$ cat src/rtl/sag_pkg.sv
// shared constants, codes and types for the stable argsort and group block
package sag_pkg;

    localparam int SAG_N  = 64;                  // element store depth
    localparam int SAG_IW = $clog2(SAG_N);       // element index width
    localparam int SAG_CW = $clog2(SAG_N + 1);   // count width, holds SAG_N itself
    localparam int SAG_KW = 32;                  // key width
    localparam int SAG_PD = 2 * SAG_N;           // two permutation banks
    localparam int SAG_PW = SAG_IW + 1;          // bank bit plus index

    localparam logic [1:0] KIND_LOAD  = 2'd0;
    localparam logic [1:0] KIND_SORT  = 2'd1;
    localparam logic [1:0] KIND_GROUP = 2'd2;
    localparam logic [1:0] KIND_IDENT = 2'd3;

    localparam logic [SAG_CW-1:0] CNT_RESET = SAG_CW'(SAG_N);

    typedef struct packed {
        logic                     load;
        logic                     sort;
        logic                     group;
        logic                     ident;
        logic signed [SAG_KW-1:0] key;
    } t_cmd;

endpackage

$ cat src/rtl/sag_front.sv
// front end: request queue and kind decode
module sag_front (
    input  logic                          i_clk,
    input  logic                          i_rst_n,
    input  logic                          i_valid,
    output logic                          o_stall,
    input  logic [1:0]                    i_kind,
    input  logic signed [sag_pkg::SAG_KW-1:0] i_key_value,
    output logic                          o_cmd_valid,
    input  logic                          i_cmd_ready,
    output sag_pkg::t_cmd                 o_cmd
);

    sag_pkg::t_cmd r_q [2];
    logic          r_wp;
    logic          r_rp;
    logic [1:0]    r_cnt;
    sag_pkg::t_cmd dec;
    logic          push;
    logic          pop;

    always_comb begin
        dec       = '0;
        dec.key   = i_key_value;
        unique case (i_kind)
            sag_pkg::KIND_LOAD:  dec.load  = 1'b1;
            sag_pkg::KIND_SORT:  dec.sort  = 1'b1;
            sag_pkg::KIND_GROUP: dec.group = 1'b1;
            sag_pkg::KIND_IDENT: dec.ident = 1'b1;
        endcase
    end

    assign o_stall     = (r_cnt == 2'd2);
    assign push        = i_valid && !o_stall;
    assign o_cmd_valid = (r_cnt != 2'd0);
    assign pop         = o_cmd_valid && i_cmd_ready;
    assign o_cmd       = r_q[r_rp];

    always_ff @(posedge i_clk) begin
        if (!i_rst_n) begin
            r_wp  <= 1'b0;
            r_rp  <= 1'b0;
            r_cnt <= 2'd0;
        end else begin
            if (push) begin
                r_wp <= ~r_wp;
            end
            if (pop) begin
                r_rp <= ~r_rp;
            end
            r_cnt <= r_cnt + 2'(push) - 2'(pop);
        end
    end

    always_ff @(posedge i_clk) begin
        if (push) begin
            r_q[r_wp] <= dec;
        end
    end

endmodule

$ cat config.mk
export PLATFORM = sky130hd
export DESIGN_NAME = sag_front
export DESIGN_NICKNAME = d
export VERILOG_FILES = /design/src/rtl/sag_pkg.sv /design/src/rtl/sag_front.sv
export SDC_FILE = /design/constraint.sdc
export NUM_CORES = 1
export LEC_CHECK = 0
export ABC_AREA = 1
export BUFFER_PORTS_ARGS = -buffer_cell sky130_fd_sc_hd__buf_2
export CORE_MARGIN = 2
export CORE_UTILIZATION = 52
export DETAILED_ROUTE_END_ITERATION = 10
export GPL_ROUTABILITY_DRIVEN = 1
export PLACE_DENSITY = 0.78
export SETUP_SLACK_MARGIN = 0.2
export SYNTH_ARGS = -nofsm -noshare
export SYNTH_HDL_FRONTEND = slang
export SYNTH_SLANG_ARGS = --single-unit
export TNS_END_PERCENT = 1
$ cat constraint.sdc
create_clock -name i_clk -period 3.3 [get_ports i_clk]
set_input_delay 0.33 -clock i_clk [delete_from_list [all_inputs] [get_ports i_clk]]
set_output_delay 0.33 -clock i_clk [all_outputs]
set_load 0.005 [all_outputs]
==> summary.txt, run 1 <==
Outcome
  – Run status: complete, no violations

CTS
  – CTS hold repair buffers: 0
  – Post-CTS Setup Bufs: 0
  – Cts bufs inserted: 9
  – Post-cts resize count: 0
  – CTS H-tree depth: 3
  – Worst-path clk slew: roughly 70 ps
  – CTS Sinks: 77
  – CTS Root Cell: clkbuf_8
  – CTS tree: built
  – Clock Latency Late Sink: 330 ps
  – Max clock buf depth: 2

Global routing
  – Top Usage Layer GRT: met2
  – GR Util met3: 0.0461
  – Largest net degree at the start of global routing: 37
  – GR Util met2: 0.253
  – First-pass GRT wire length: around 7.1 mm
  – Vias in the first global route: approximately 1500
  – Met1 Use GR: 0.173
  – Aggregate global routing overflow: 0
  – GR Util All Layers: 0.151
  – Initial antenna violation count: 0

Die
  – Vert. Die Dim: 80.2 µm
  – Core area: about 0.0056 mm²
  – Die Area: about 0.0064 mm²
  – Starting Density: 0.542
  – Die X: ~80 µm
  – FP Rows: 27
  – Num ports: 76

STA
  – Setup TNS: 0 ps
  – Unrepaired setup endpoints after global routing: no
  – Worst slew pin tran: slightly above 1000 ps
  – Max Slew Vio Count: 0
  – Count of final hold-check violations: 0
  – Max frequency: ~0.44 GHz
  – Period Utilization, post-route: 0.695
  – # setup viols final: 0
  – Skew final: 6.28 ps
  – Min cycle time layout: 2290 ps
  – Relative slew slack: 0.313

Min path
  – Hold WC Path Type: primary input to flip-flop
  – Hold path start: i_key_value[10]
  – WHS Endpoint: r_q[0][10]$_DFFE_PP_
  – Hold depth: 1

Cells and area
  – N_diodes: 0
  – Final instance area: about 0.0037 mm²
  – Area growth, synth to finish: 20.9%
  – Fin nets: 281
  – Fraction of layout cells with a size suffix above 1: 0.524

Setup path
  – Crit-path leading delay family: flip-flops
  – Crit Reg-Reg Endpoint: r_q[0][16]$_DFFE_PP_
  – Reg-to-reg critical path startpoint: r_cnt[0]$_SDFF_PN0_
  – CP required: 2970 ps
  – Critical path, cell by cell: buf_4, mux2_2, buf_2
  – Critical path capture point type: output pin
  – Worst R2R Path Depth: 4
  – Crit start category: flip-flop
  – Crit path max-delay cell type: dfxtp_2
  – Buffers & Inverters on Critical Path: 2
  – Crit Path Category: flip-flop to output pin
  – Worst endpoint data arrival time: 1960 ps
  – CP Depth: 3
  – Crit-path max cell delay: 700 ps
  – Flop-to-flop setup slack: 1470 ps
  – Max FO, Critical Path: 19

Route
  – Initial DRC count: 73
  – Total iterations of the first detailed-routing run: 4
  – Via Count: 1532
  – Post-route DRC: 0
  – Post-DR vias/cell: 4.82
  – Wire per inst: 14.7 µm
  – ANT nets after route: 0
  – WL final: 4.69 mm

Yosys
  – Syn avg cell area: 19.4 µm²
  – FF+latch count, synth: 77
  – Synth cell types: 12
  – Cells after Synth: 156
  – Synth Net Count: 196
  – Register area share after synthesis: 0.749
  – Post-Syn Area: just over 0.003 mm²
  – YS warnings: 0

Place
  – IO buf count: 75
  – GPL Wtd Cong: ~0.7
  – DP Area: 0.00345 mm²
  – HPWL Detailed: 3.26 mm

Power and ir drop
  – Worst VDD drop: 0.472 mV
  – Leakage power: 1.51 nW
  – Clock Power Share: 0.273
  – Switching power: 659 µW
  – Pwr Total: approximately 2.7 mW
  – Internal power: 2.01 mW
  – Sequential share of power: 0.494
  – Switch share: 0.247
  – Pwr/cell area: 730 mW/mm²
  – Comb power frac: 0.233

Flow run
  – Max-cap violations: 0
[power by group through the flow]
stage | sequential [mW] | clock, mW | combinational [mW]
final | 1.32 | 0.727 | 0.622
after detailed placement | 1.34 | 0 | 0.633
after CTS | 1.32 | 0.747 | 0.635
after global placement | 1.33 | 0 | 0.626
after floorplan | 1.30 | 0 | 0.483
after global routing | 1.33 | 0.787 | 0.691
[Yosys cell counts]
cell type | count | area (µm²)
nor2_1 | 11 | 41.3
a21oi_1 | 2 | 10.0
ha_1 | 2 | 25.0
edfxtp_1 | 72 | 2160
buf_6 | 1 | 11.3
mux2_2 | 6 | 67.6
buf_12 | 3 | 60.1
inv_1 | 11 | 41.3
nand2_1 | 10 | 37.5
nand3_1 | 3 | 15.0
dfxtp_1 | 5 | 100
mux2_4 | 30 | 450
[layout by cell type, fill, tap and decap left out, drive strengths merged]
cell type	n
a21oi	2
clkbuf	10
dfxtp	5
nor2	11
clkinv	4
inv	11
nand2	10
ha	2
mux2	36
buf	78
nand3	3
bufinv	2
edfxtp	72
[per-stage QoR]
stage	instances	util	hold slack [ps]	setup slack [ps]
final	318	0.655	182	1010
after global routing	318	0.655	163	890
after CTS	318	0.655	166	960
after detailed placement	302	0.618	490	1340
after global placement	302	0.618	485	1340
after floorplan	156	-	423	792
[worst reg2reg max path: stages (launching register included)]
cell     delay (ps)
dfxtp_1         360
inv_1            60
nand2_1         110
nand2_1         120
nor2_4          790
[layer usage]
metal / vias to the layer above / part of all wire
met1: 731 / 0.39
met2: 49 / 0.53
met4: 0 / 0.019
met3: 8 / 0.063
met5: - / 0
li1: 744 / -
[flip-flops by register name, indices dropped and copies added (netlist names), named ones only]
register / cells
r_wp: 1
r_rp: 1
r_q: 72
r_cnt: 2
[kinds of logic after synthesis]
| group | Yosys count | synth area share |
|---|---|---|
| AO/OA/AOI/OAI | 2 | 0.00331 |
| buffers and inverters | 15 | 0.0373 |
| adder cells (fa/ha/maj) | 2 | 0.00828 |
| flip-flops | 77 | 0.749 |
| multiplexers | 36 | 0.171 |
| AND/OR/NAND/NOR | 24 | 0.0311 |
[layout make-up]
class,count,area [µm²]
fillers,420,1920
inverters,11,41.3
clock inverters,6,77.6
repair buffers,78,398
well taps,72,90.1
multi-input cells,64,654
flip-flops and latches,77,2260
clock buffers,10,128
[how the worst max path moves through the flow]
stage | start | to
after floorplan | r_cnt[0]$_SDFF_PN0_ | r_q[0][0]$_DFFE_PP_
after global placement | flip-flop | o_cmd[3]
after detailed placement | flip-flop | o_cmd[1]
after CTS | flip-flop | o_cmd[1]
after global routing | flip-flop | o_cmd[3]
final | flip-flop | o_cmd[1]
Power figures use the tool's default switching activity.
==> inputs of run 2 (changes only) <==
Settings changed: ABC_AREA 1 to 0, CORE_UTILIZATION 52 to 47, PLACE_DENSITY 0.78 to 0.75.
Clock period 3.3 ns to 2.1 ns, I/O delays scaled along.
==> run 2 against run 1 <==
Worst hold slack worse by 130 ps; flip-flop and latch count unchanged; sequential power rose by 52%; global-route usage down 0.65 points; largest cell class unchanged.
==> summary.txt, run 2 <==
Outcome
  – Run status: complete, no violations

Global routing
  – Largest net degree at the start of global routing: 22
  – Initial antenna violation count: 0
  – First-pass GRT wire length: 7.44 mm
  – GR Util All Layers: 0.145
  – Vias in the first global route: 1578
  – Aggregate global routing overflow: 0

Cells and area
  – Top reg by flops: r_q
  – Final instance area: 0.00372 mm²
  – Area growth, synth to finish: 23.8%
  – Largest regs: r_q x72, r_cnt x2
  – N_diodes: 0
  – Fin nets: 270
  – Most frequent cells in the layout: 75 x buf_2, 72 x edfxtp_1, 30 x mux2_4, 9 x clkbuf_8
  – Largest register FFs: 72
  – Fraction of layout cells with a size suffix above 1: 0.579
  – Commonest non-fill, non-tap cell in the layout: buf_2

STA
  – Unrepaired setup endpoints after global routing: no
  – Relative slew slack: 0.746
  – Setup TNS: 0 ps
  – Period Utilization, post-route: 0.835
  – Worst hold slack: 54.2 ps
  – Skew final: 6.23 ps
  – # setup viols final: 0
  – Max Slew Vio Count: 0
  – Worst slew pin tran: 381 ps
  – Max frequency: 0.570 GHz
  – Min cycle time layout: around 1800 ps
  – Count of final hold-check violations: 0

CTS
  – CTS Sinks: 77
  – CTS Root Cell: clkbuf_8
  – CTS H-tree depth: 3
  – Max clock buf depth: 2
  – Clock Latency Late Sink: 340 ps
  – CTS hold repair buffers: 0
  – Post-CTS Setup Bufs: 0
  – Post-cts resize count: 0
  – CTS tree: built
  – Cts bufs inserted: 9
  – Worst-path clk slew: roughly 80 ps

Yosys
  – Post-synth top area share: 0.719
  – FF+latch count, synth: 77
  – YS warnings: 0
  – Syn avg cell area: about 21 µm²
  – Ys async rst share: 0
  – Ranking of synthesized cells by area: edfxtp_1 72%, mux2_4 15%, dfxtp_1 3.3%, mux2_2 2.2%, buf_12 2.0%
  – Synth Net Count: between 150 and 200
  – Ys flop type: edfxtp_1
  – Top post-synthesis cells by count: 72 x edfxtp_1, 30 x mux2_4, 6 x mux2_2
  – Post-synth EDFFs: 72
  – Register area share after synthesis: 0.752
  – Synth cell types: 19
  – Top-count cell post-synth: edfxtp_1
  – Post-Syn Area: 0.00301 mm²
  – Largest area contributor in the netlist: edfxtp_1
  – Cells after Synth: 142

Die
  – Die X: around 84 µm
  – Vert. Die Dim: about 84 µm
  – FP Rows: 29
  – Starting Density: 0.479
  – Core area: approximately 0.0063 mm²
  – Num ports: 76
  – Die Area: roughly 0.0071 mm²

Setup path
  – Max FO, Critical Path: 21
  – Worst endpoint data arrival time: 1540 ps
  – Critical path, cell by cell: buf_4, mux2_2, buf_2
  – Crit Path Category: flip-flop to output pin
  – CP required: 1890 ps
  – Crit-path leading delay family: buffers and inverters
  – Critical path capture point type: output pin
  – Crit path max-delay cell type: mux2_2
  – Crit-path max cell delay: 390 ps
  – Buffers & Inverters on Critical Path: 2
  – Crit start category: flip-flop

Power and ir drop
  – Worst VDD drop: 0.844 mV
  – Pwr/cell area: 1200 mW/mm²
  – Pwr Total: 4.48 mW
  – Leakage power: 1.51 nW

Place
  – IO buf count: 75
  – GPL Wtd Cong: 0.665
  – DP Area: about 0.0035 mm²
  – HPWL Detailed: about 3.2 mm

Route
  – Via Count: roughly 1500
  – Total iterations of the first detailed-routing run: 4
  – ANT nets after route: 0
  – WL final: between 4 and 5 mm
  – Post-DR vias/cell: 4.81
  – Post-route DRC: 0
  – Initial DRC count: approximately 100
  – Wire per inst: 15.3 µm

Min path
  – Hold WC Path Type: primary input to flip-flop

Flow run
  – Max-cap violations: 0
-- run 2: path summary, 6_finish.rpt --
path / to / startpoint / cells after the start / slack (ps)
max: o_cmd[0] / flip-flop / 3 / 350
min: r_q[1][6]$_DFFE_PP_ / i_key_value[6] / 1 / 50
max reg2reg: r_cnt[1]$_SDFF_PN0_ / r_cnt[0]$_SDFF_PN0_ / 8 / 420
min reg2reg: flip-flop / r_rp$_SDFFE_PN0P_ / 2 / 520
-- run 2: metrics by stage --
| stage | std cells | util | setup slack, ps |
|---|---|---|---|
| global route | 312 | 0.593 | 276 |
| finish | 312 | 0.593 | 346 |
| floorplan | 142 | - | 295 |
| global placement | 296 | 0.552 | 556 |
| CTS | 312 | 0.593 | 318 |
| detailed placement | 296 | 0.552 | 397 |
-- run 2: kinds of logic (layout without fill, tap and decap cells) --
| family | count (synthesis) | after routing | share of synthesized area |
|---|---|---|---|
| AO/OA/AOI/OAI | 1 | 1 | 0.00250 |
| XOR/XNOR | 3 | 3 | 0.00874 |
| adder cells (fa/ha/maj) | 2 | 2 | 0.00832 |
| buffers and inverters | 7 | 100 | 0.0275 |
| flip-flops | 77 | 77 | 0.752 |
| multiplexers | 37 | 37 | 0.176 |
| AND/OR/NAND/NOR | 15 | 15 | 0.0254 |
-- run 2: power breakdown --
| part | internal [mW] | total, mW | leakage (nW) | switching [mW] |
|---|---|---|---|---|
| Clock | 0.905 | 1.42 | 0.131 | 0.513 |
| Combinational | 0.595 | 1.07 | 0.661 | 0.474 |
| Sequential | 1.93 | 2.00 | 0.716 | 0.0667 |
-- run 2: area by class of cell --
type                       instances  area [µm²]
fill                             498        2550
clock buffer                       9         124
multi-input combinational         58         672
tap                               77        96.3
timing repair buffer              81         420
inverter                           3        11.3
clock inverter                     7         138
sequential                        77        2260
-- run 2: metal layers --
metal | part of all wire | global-route usage
met1 | 0.42 | 0.163
met2 | 0.50 | 0.243
met3 | 0.060 | 0.0554
met4 | 0.021 | 0.0660
met5 | 0 | 0
-- run 2: worst reg2reg max path, stage by stage, from the launching register on --
cell and delay [ps]:
dfxtp_1 370, nand2b_1 160, nand2_1 140, ha_1 320
inv_1 40, ha_1 170, xor2_1 180, xnor2_1 150
nor2_1 50
